--- config.mk ---
export PLATFORM = sky130hd
export DESIGN_NAME = quadratic_bspline_basis_eval_core
export DESIGN_NICKNAME = d
export VERILOG_FILES = /design/src/hdl/qbsb_pkg.sv /design/src/hdl/qbsb_knot.sv /design/src/hdl/qbsb_deg1.sv /design/src/hdl/qbsb_deg2.sv /design/src/hdl/quadratic_bspline_basis_eval_core.sv
export SDC_FILE = /design/constraint.sdc
export NUM_CORES = 2
export LEC_CHECK = 0
export ABC_CLOCK_PERIOD_IN_PS = 10300
export BUFFER_PORTS_ARGS = -buffer_cell sky130_fd_sc_hd__buf_2
export CORE_MARGIN = 3
export CORE_UTILIZATION = 61
export DETAILED_ROUTE_END_ITERATION = 12
export PLACE_DENSITY = 0.8
export SLEW_MARGIN = 20
export SYNTH_ARGS = -nofsm -noshare
export SYNTH_HDL_FRONTEND = slang
export SYNTH_SLANG_ARGS = --single-unit
--- constraint.sdc ---
create_clock -name i_clk -period 10.3 [get_ports i_clk]
set_input_delay 3.09 -clock i_clk [delete_from_list [all_inputs] [get_ports i_clk]]
set_output_delay 3.09 -clock i_clk [all_outputs]
set_load 0.01 [all_outputs]
--- src/hdl/qbsb_pkg.sv ---
// ============================================================================
// qbsb_pkg
// Shared constants and types for the quadratic B-spline basis evaluator.
// ============================================================================
package qbsb_pkg;
    localparam int MAX_BASIS   = 64;
    localparam int FRAC_BITS   = 16;
    localparam int IDX_W       = 6;
    localparam int PNT_W       = 18;
    localparam int CNT_W       = 7;
    localparam int VAL_W       = 17;
    // scaled point s = x*m, |s| <= 2^17 * 62
    localparam int S_W         = 25;
    // knot index counts, 0..m (m <= 62)
    localparam int K_W         = 7;

    typedef struct packed {
        logic                    vld;
        logic                    err;
        logic                    one;
        logic signed [S_W-1:0]   s;
        logic        [K_W-1:0]   ti;
        logic        [K_W-1:0]   ti1;
        logic        [K_W-1:0]   ti2;
        logic        [K_W-1:0]   ti3;
    } t_knot_stage;

    typedef struct packed {
        logic                    vld;
        logic                    err;
        logic                    one;
        logic signed [S_W-1:0]   ua;   // s - ti*F
        logic signed [S_W-1:0]   ub;   // ti3*F - s
        logic        [1:0]       ca;   // 2/(ti2-ti)
        logic        [1:0]       cb;   // 2/(ti3-ti1)
        logic signed [S_W-1:0]   na;   // degree-1 value, over F
        logic signed [S_W-1:0]   nb;
    } t_deg1_stage;

    // clamped knot position in spacing units
    function automatic logic [K_W-1:0] knot(input logic [K_W:0] j, input logic [K_W-1:0] m);
        logic [K_W:0] k;
        begin
            k = (j < 2) ? '0 : j - (K_W+1)'(2);
            if (k > {1'b0, m}) k = {1'b0, m};
            knot = k[K_W-1:0];
        end
    endfunction
endpackage

--- src/hdl/qbsb_knot.sv ---
// ============================================================================
// qbsb_knot
// Stage 1: scale point by knot span count (basis count minus 2) and look up the four knots.
// ============================================================================
module qbsb_knot (
    input  logic                          i_clk,
    input  logic                          i_rst_n,
    input  logic                          i_en,
    input  logic                          i_vld,
    input  logic [qbsb_pkg::IDX_W-1:0]    i_idx,
    input  logic signed [qbsb_pkg::PNT_W-1:0] i_pnt,
    input  logic [qbsb_pkg::CNT_W-1:0]    i_cnt,
    output qbsb_pkg::t_knot_stage         o_stg
);
    logic [qbsb_pkg::K_W-1:0] w_m;
    logic [qbsb_pkg::K_W:0]   w_j;
    qbsb_pkg::t_knot_stage    n_stg, r_stg;

    assign w_m = i_cnt - qbsb_pkg::K_W'(2);
    assign w_j = {2'b00, i_idx};

    // form scaled point and knots
    always_comb begin
        n_stg     = r_stg;
        n_stg.vld = i_vld;
        n_stg.err = {1'b0, i_idx} >= i_cnt;
        n_stg.one = (i_idx == '0) && (i_pnt <= 0);
        n_stg.s   = qbsb_pkg::S_W'(i_pnt * $signed({1'b0, w_m}));
        n_stg.ti  = qbsb_pkg::knot(w_j, w_m);
        n_stg.ti1 = qbsb_pkg::knot(w_j + 1'b1, w_m);
        n_stg.ti2 = qbsb_pkg::knot(w_j + 2'd2, w_m);
        n_stg.ti3 = qbsb_pkg::knot(w_j + 2'd3, w_m);
    end

    always_ff @(posedge i_clk) begin
        if (!i_rst_n) begin
            r_stg.vld <= 1'b0;
        end else if (i_en) begin
            r_stg <= n_stg;
        end
    end

    assign o_stg = r_stg;
endmodule

--- src/hdl/qbsb_deg1.sv ---
// ============================================================================
// qbsb_deg1
// Stage 2: degree-0 tests and degree-1 values of bases i and i+1.
// ============================================================================
module qbsb_deg1 (
    input  logic                  i_clk,
    input  logic                  i_rst_n,
    input  logic                  i_en,
    input  qbsb_pkg::t_knot_stage i_stg,
    output qbsb_pkg::t_deg1_stage o_stg
);
    localparam int SW = qbsb_pkg::S_W;
    localparam int FB = qbsb_pkg::FRAC_BITS;
    logic signed [SW-1:0] w_a, w_b, w_c, w_d;
    logic w_p0, w_p1, w_p2;
    qbsb_pkg::t_deg1_stage n_stg, r_stg;

    // knots scaled by F
    assign w_a = SW'($signed({1'b0, i_stg.ti})  <<< FB);
    assign w_b = SW'($signed({1'b0, i_stg.ti1}) <<< FB);
    assign w_c = SW'($signed({1'b0, i_stg.ti2}) <<< FB);
    assign w_d = SW'($signed({1'b0, i_stg.ti3}) <<< FB);
    assign w_p0 = (w_a < i_stg.s) && (i_stg.s <= w_b);
    assign w_p1 = (w_b < i_stg.s) && (i_stg.s <= w_c);
    assign w_p2 = (w_c < i_stg.s) && (i_stg.s <= w_d);

    always_comb begin
        n_stg     = r_stg;
        n_stg.vld = i_stg.vld;
        n_stg.err = i_stg.err;
        n_stg.one = i_stg.one;
        n_stg.ua  = i_stg.s - w_a;
        n_stg.ub  = w_d - i_stg.s;
        n_stg.ca  = (i_stg.ti2 - i_stg.ti == 1) ? 2'd2 :
                    (i_stg.ti2 - i_stg.ti == 2) ? 2'd1 : 2'd0;
        n_stg.cb  = (i_stg.ti3 - i_stg.ti1 == 1) ? 2'd2 :
                    (i_stg.ti3 - i_stg.ti1 == 2) ? 2'd1 : 2'd0;
        n_stg.na  = '0;
        n_stg.nb  = '0;
        if (i_stg.ti1 != i_stg.ti && w_p0) n_stg.na = n_stg.na + (i_stg.s - w_a);
        if (i_stg.ti2 != i_stg.ti1 && w_p1) n_stg.na = n_stg.na + (w_c - i_stg.s);
        if (i_stg.ti2 != i_stg.ti1 && w_p1) n_stg.nb = n_stg.nb + (i_stg.s - w_b);
        if (i_stg.ti3 != i_stg.ti2 && w_p2) n_stg.nb = n_stg.nb + (w_d - i_stg.s);
    end

    always_ff @(posedge i_clk) begin
        if (!i_rst_n) begin
            r_stg.vld <= 1'b0;
        end else if (i_en) begin
            r_stg <= n_stg;
        end
    end

    assign o_stg = r_stg;
endmodule

--- src/hdl/qbsb_deg2.sv ---
// ============================================================================
// qbsb_deg2
// Stages 3 and 4: degree-2 products, then sum, scale and truncate.
// ============================================================================
module qbsb_deg2 (
    input  logic                          i_clk,
    input  logic                          i_rst_n,
    input  logic                          i_en,
    input  qbsb_pkg::t_deg1_stage         i_stg,
    output logic                          o_vld,
    output logic [qbsb_pkg::VAL_W-1:0]    o_val,
    output logic                          o_err
);
    localparam int SW = qbsb_pkg::S_W;
    localparam int PW = 2 * SW;
    localparam int FB = qbsb_pkg::FRAC_BITS;
    logic                 r_vld3, r_err3, r_one3;
    logic signed [PW-1:0] r_pa, r_pb;
    logic signed [PW-1:0] n_pa, n_pb;
    logic signed [PW:0]   w_sum;
    logic                 r_vld4, r_err4;
    logic [qbsb_pkg::VAL_W-1:0] r_val4, n_val4;

    // multiply each degree-1 term by its factor and distance
    always_comb begin
        n_pa = '0;
        n_pb = '0;
        if (i_stg.ca != 0 && i_stg.na != 0)
            n_pa = (i_stg.ua * i_stg.na) <<< (i_stg.ca == 2'd2);
        if (i_stg.cb != 0 && i_stg.nb != 0)
            n_pb = (i_stg.ub * i_stg.nb) <<< (i_stg.cb == 2'd2);
    end

    always_ff @(posedge i_clk) begin
        if (!i_rst_n) begin
            r_vld3 <= 1'b0;
        end else if (i_en) begin
            r_vld3 <= i_stg.vld;
            r_err3 <= i_stg.err;
            r_one3 <= i_stg.one;
            r_pa   <= n_pa;
            r_pb   <= n_pb;
        end
    end

    // sum, clamp and divide by 2F
    assign w_sum = {r_pa[PW-1], r_pa} + {r_pb[PW-1], r_pb};
    always_comb begin
        priority if (r_err3) begin
            n_val4 = '0;
        end else if (r_one3) begin
            n_val4 = qbsb_pkg::VAL_W'(1 << FB);
        end else if (w_sum < 0) begin
            n_val4 = '0;
        end else begin
            n_val4 = w_sum[FB+1 +: qbsb_pkg::VAL_W];
        end
    end

    always_ff @(posedge i_clk) begin
        if (!i_rst_n) begin
            r_vld4 <= 1'b0;
        end else if (i_en) begin
            r_vld4 <= r_vld3;
            r_err4 <= r_err3;
            r_val4 <= n_val4;
        end
    end

    assign o_vld = r_vld4;
    assign o_val = r_val4;
    assign o_err = r_err4;

`ifndef NO_ASSERTIONS
    a_err_zero: assert property (@(posedge i_clk) disable iff (!i_rst_n)
        r_vld4 && r_err4 |-> r_val4 == '0) else $error("error item with value");
    a_val_range: assert property (@(posedge i_clk) disable iff (!i_rst_n)
        r_vld4 |-> r_val4 <= qbsb_pkg::VAL_W'(1 << FB)) else $error("value above one");
    a_hold: assert property (@(posedge i_clk) disable iff (!i_rst_n)
        !i_en |=> $stable(r_val4) && $stable(r_vld4)) else $error("stage moved in stall");
`endif
endmodule

--- src/hdl/quadratic_bspline_basis_eval_core.sv ---
// Path: each transaction passes the knot, degree-1, product and output registers in order.
// Throughput: one transaction per cycle; the four-stage pipeline freezes as a
// whole when the result register is full and not taken.
// Reset: synchronous active low; clears all valid bits, basis_count returns to 3.
// ============================================================================
// quadratic_bspline_basis_eval_core
// Top level: streaming ports, configuration register and pipeline stages.
// ============================================================================
module quadratic_bspline_basis_eval_core (
    input  logic        i_clk,
    input  logic        i_rst_n,
    input  logic        s_axis_tvalid,
    output logic        s_axis_tready,
    input  logic [23:0] s_axis_tdata,  // basis_index[5:0], point[23:6]
    output logic        m_axis_tvalid,
    input  logic        m_axis_tready,
    output logic [23:0] m_axis_tdata,  // basis_value[16:0], zero fill
    output logic        m_axis_tuser,  // index_error
    input  logic        i_cfg_valid,
    output logic        o_cfg_ready,
    input  logic [6:0]  i_cfg_data
);
    logic [qbsb_pkg::CNT_W-1:0] r_cnt;
    logic w_en;
    qbsb_pkg::t_knot_stage w_k;
    qbsb_pkg::t_deg1_stage w_d;
    logic w_vld, w_err;
    logic [qbsb_pkg::VAL_W-1:0] w_val;

    // advance whenever the last stage is empty or being taken
    assign w_en          = !w_vld || m_axis_tready;
    assign s_axis_tready = w_en;
    assign o_cfg_ready   = 1'b1;

    // hold basis count, clamped to its legal range
    always_ff @(posedge i_clk) begin
        if (!i_rst_n) begin
            r_cnt <= qbsb_pkg::CNT_W'(3);
        end else if (i_cfg_valid) begin
            if (i_cfg_data < 3) r_cnt <= qbsb_pkg::CNT_W'(3);
            else if (i_cfg_data > qbsb_pkg::MAX_BASIS)
                r_cnt <= qbsb_pkg::CNT_W'(qbsb_pkg::MAX_BASIS);
            else r_cnt <= i_cfg_data;
        end
    end

    qbsb_knot u_knot (
        .i_clk(i_clk), .i_rst_n(i_rst_n), .i_en(w_en),
        .i_vld(s_axis_tvalid), .i_idx(s_axis_tdata[5:0]),
        .i_pnt($signed(s_axis_tdata[23:6])), .i_cnt(r_cnt), .o_stg(w_k)
    );
    qbsb_deg1 u_deg1 (
        .i_clk(i_clk), .i_rst_n(i_rst_n), .i_en(w_en), .i_stg(w_k), .o_stg(w_d)
    );
    qbsb_deg2 u_deg2 (
        .i_clk(i_clk), .i_rst_n(i_rst_n), .i_en(w_en), .i_stg(w_d),
        .o_vld(w_vld), .o_val(w_val), .o_err(w_err)
    );

    assign m_axis_tvalid = w_vld;
    assign m_axis_tdata  = {7'b0, w_val};
    assign m_axis_tuser  = w_err;
endmodule
==> flow_summary.toml <==
[setup_path]
reg2reg_slack_ns = 1.90
crit_top_cell = "fa_1"
slowest_stage = "edfxtp_1"
path_class = "flip-flop to flip-flop"
crit_path_end_kind = "flip-flop"
cpPeakStageDelay_ns = 0.92
crit_family = "adder cells"
startpoint_type = "flip-flop"
critPathMaxFanout = 15
crit_required_ns = 10.67
cp_num_buf_inv = 4
arrival_ns = 8.76
crit_chain = "buf_4 -> nand2_1 -> fa_1 -> fa_1 -> inv_1 -> fa_1 -> fa_1 -> fa_1 -> fa_1 -> inv_1 -> fa_1 -> inv_1 -> ha_1 -> a21oi_1 -> o21ai_0 -> nor2_1 -> a31oi_1 -> a21oi_1 -> nor3_1 -> or4b_1 -> a31oi_1 -> xnor2_1 -> a22o_1"

[die]
die_y_um = 340
initial_core_util_pct = 62.0
rows = 121
die-area_um2 = 116000
io-pin-count = 64
core_area_um2 = 110000
dieWidth_um = 340

[timing]
period_share_pct = 81.5
fin_hold_ws_ns = 0.427
rsz0062_at_grt = "no"
fin_skew_ns = 0.0222
setup_slack_ns = 1.90
hold_viol = 0
fin_setup_tns_ns = 0
post-route-min-period_ns = 8.40
relSlewSlack_pct = 12.4
finalMaxSlewViolations = 0
setup_viol = 0
worstMarginPinSlew_ns = 1.30
max_freq_mhz = 119

[clocking]
cts_root_buffer = "clkbuf_16"
cts_tree = "done"
clock-sinks = 291
cts_buffers = 31
h-tree-depth = 1
ctsResizeCount = 0
clk_pin_slew_ns = 0.07
hold_buffers = 0
postCtsSetupBuffers = 0
clk_latency_ns = 0.61
clock_path_buffers = 3

[hold_path]
hold_class = "flip-flop to flip-flop"

[global_routing]
grt_pass1_vias = 53800
antenna_found_initial = 2
grt_max_degree = 164
grt_util_all_layers_pct = 30.3
grt_pass1_wl_um = 279000
overflow = 0

[synthesis]
ys_ff_latch = 291
synthMuxAreaShare_pct = 0.406
synthFlopType = "edfxtp_1"
yosys.area.top_type = "fa_1"
syn_avg_cell_area_um2 = 9.56
synth-simple-area-share_pct = 15.4
synth_fa_ha_area_share_pct = 51.3
syn_inst = 7121
yosys-top-cells-area = "fa_1, edfxtp_1, ha_1"
synth_edf_count = 280
yosysWarnings = 0
synthArstFlopShare_pct = 0
synth_top_family_by_area = "adder cells"
synth_top_area_share_pct = 41.8
synth-seq-area-share_pct = 12.7
synth_xor_area_share_pct = 3.46
yosysUniqueCellTypes = 85
syn_area_um2 = 68100
synth_compound_area_share_pct = 6.92

[routing]
drt_wl_total_um = 170000
drc = 0
num_vias = 49400
wl_met3_um = 15100
drtAntennaViolNets = 0
wl_met2_um = 81900
via_per_inst = 5.79
met1_length_um = 64500
routedWlPerCell_um = 19.9
drt-initial-drc-count = 3478
top_layer_used = "met4"
dr.pass1.iters = 6

[place]
port_buffers = 55
dp_slack_ns = 2.05
globalplace.congestion = 0.933
dp_hpwl_um = 135000

[status]
outcome = "completed"

[flow_run]
maxCapViolCount = 0

[finish]
fillCellCount = 8689
drive_gt1_share_pct = 3.65
final_common_cell = "inv_1"
mostFrequentLayoutCells = "inv_1, fa_1, nand2_1, and2_1, ha_1"
area_growth_syn_to_layout_pct = 4.34
finalNetCount = 9007
fin_util_pct = 64.7
## flip-flops by register name, indices dropped and copies added, names as in the netlist, 7 cells and up
register / cells
u_deg2.r_pb: 50
u_deg2.o_val: 17
r_cnt: 7
u_deg1.o_stg: 106
u_knot.o_stg: 56
u_deg2.r_pa: 50
## cell families after synthesis
logic type | Yosys count
and+or+nand+nor | 2096
AOI/OAI and AO/OA | 721
other | 2
muxes | 26
xor gates and xnor gates | 269
adders and majority gates | 1936
buffers and inverters | 1780
DFF | 291
## synth_stat cells, types with 9 or more instances
master    number
nand4_1       29
a211o_1       10
fa_1        1423
nor4_1        27
a41oi_1       12
xnor2_1      175
or3_1         12
a22oi_1        9
dfxtp_1       11
o211ai_1      12
nor3_1        41
edfxtp_1     280
o21a_1        22
inv_1       1478
and2_1       664
nand2_1      830
nor2b_1       97
o22ai_1       21
clkbuf_1     285
xor2_1        94
a21oi_1      206
a31oi_1       23
mux2_2        13
nand2b_1      53
nand3_1       48
and3_1        26
ha_1         513
a21o_1       114
a22o_1        38
a211oi_1      21
o21ai_0      128
nor2_1       221
mux2i_1       13
o21bai_1      41
## metrics by stage
stage	area (um2)	cells
after detailed placement	70000	8478
after CTS	71000	8536
after floorplan	68200	7144
after global placement	70000	8478
final	71100	8538
after global routing	71000	8536
## path summary, 6_finish.rpt
kind	cells past startpoint	to	start
setup reg to reg	23	u_deg2.r_pa[44]	u_deg1.o_stg[35]
hold reg to reg	0	u_deg2.r_err3	u_deg1.o_stg[105]
hold / removal	0	u_deg2.r_err3	u_deg1.o_stg[105]
setup / recovery	23	u_deg2.r_pa[44]	u_deg1.o_stg[35]
## metal layers
layer	vias to the layer above	global-route usage, %
li1	21600	-
met1	25100	39.1
met2	2210	50.6
met3	497	5.97
met4	0	12.3
met5	-	0
## area by class of cell
type,count,area (um2),area share [%]
clock inverter,24,274,0.386
clock buffer,34,787,1.11
timing repair buffer,159,1080,1.52
multi-input combinational,5073,52900,74.4
inverter,1479,5550,7.81
antenna,2,5.00,0.00704
sequential,291,8630,12.1
tap,1476,1850,2.60
Power is not shown: default switching activity piles up to over one toggle a cycle in this logic, so the estimate is an artifact.
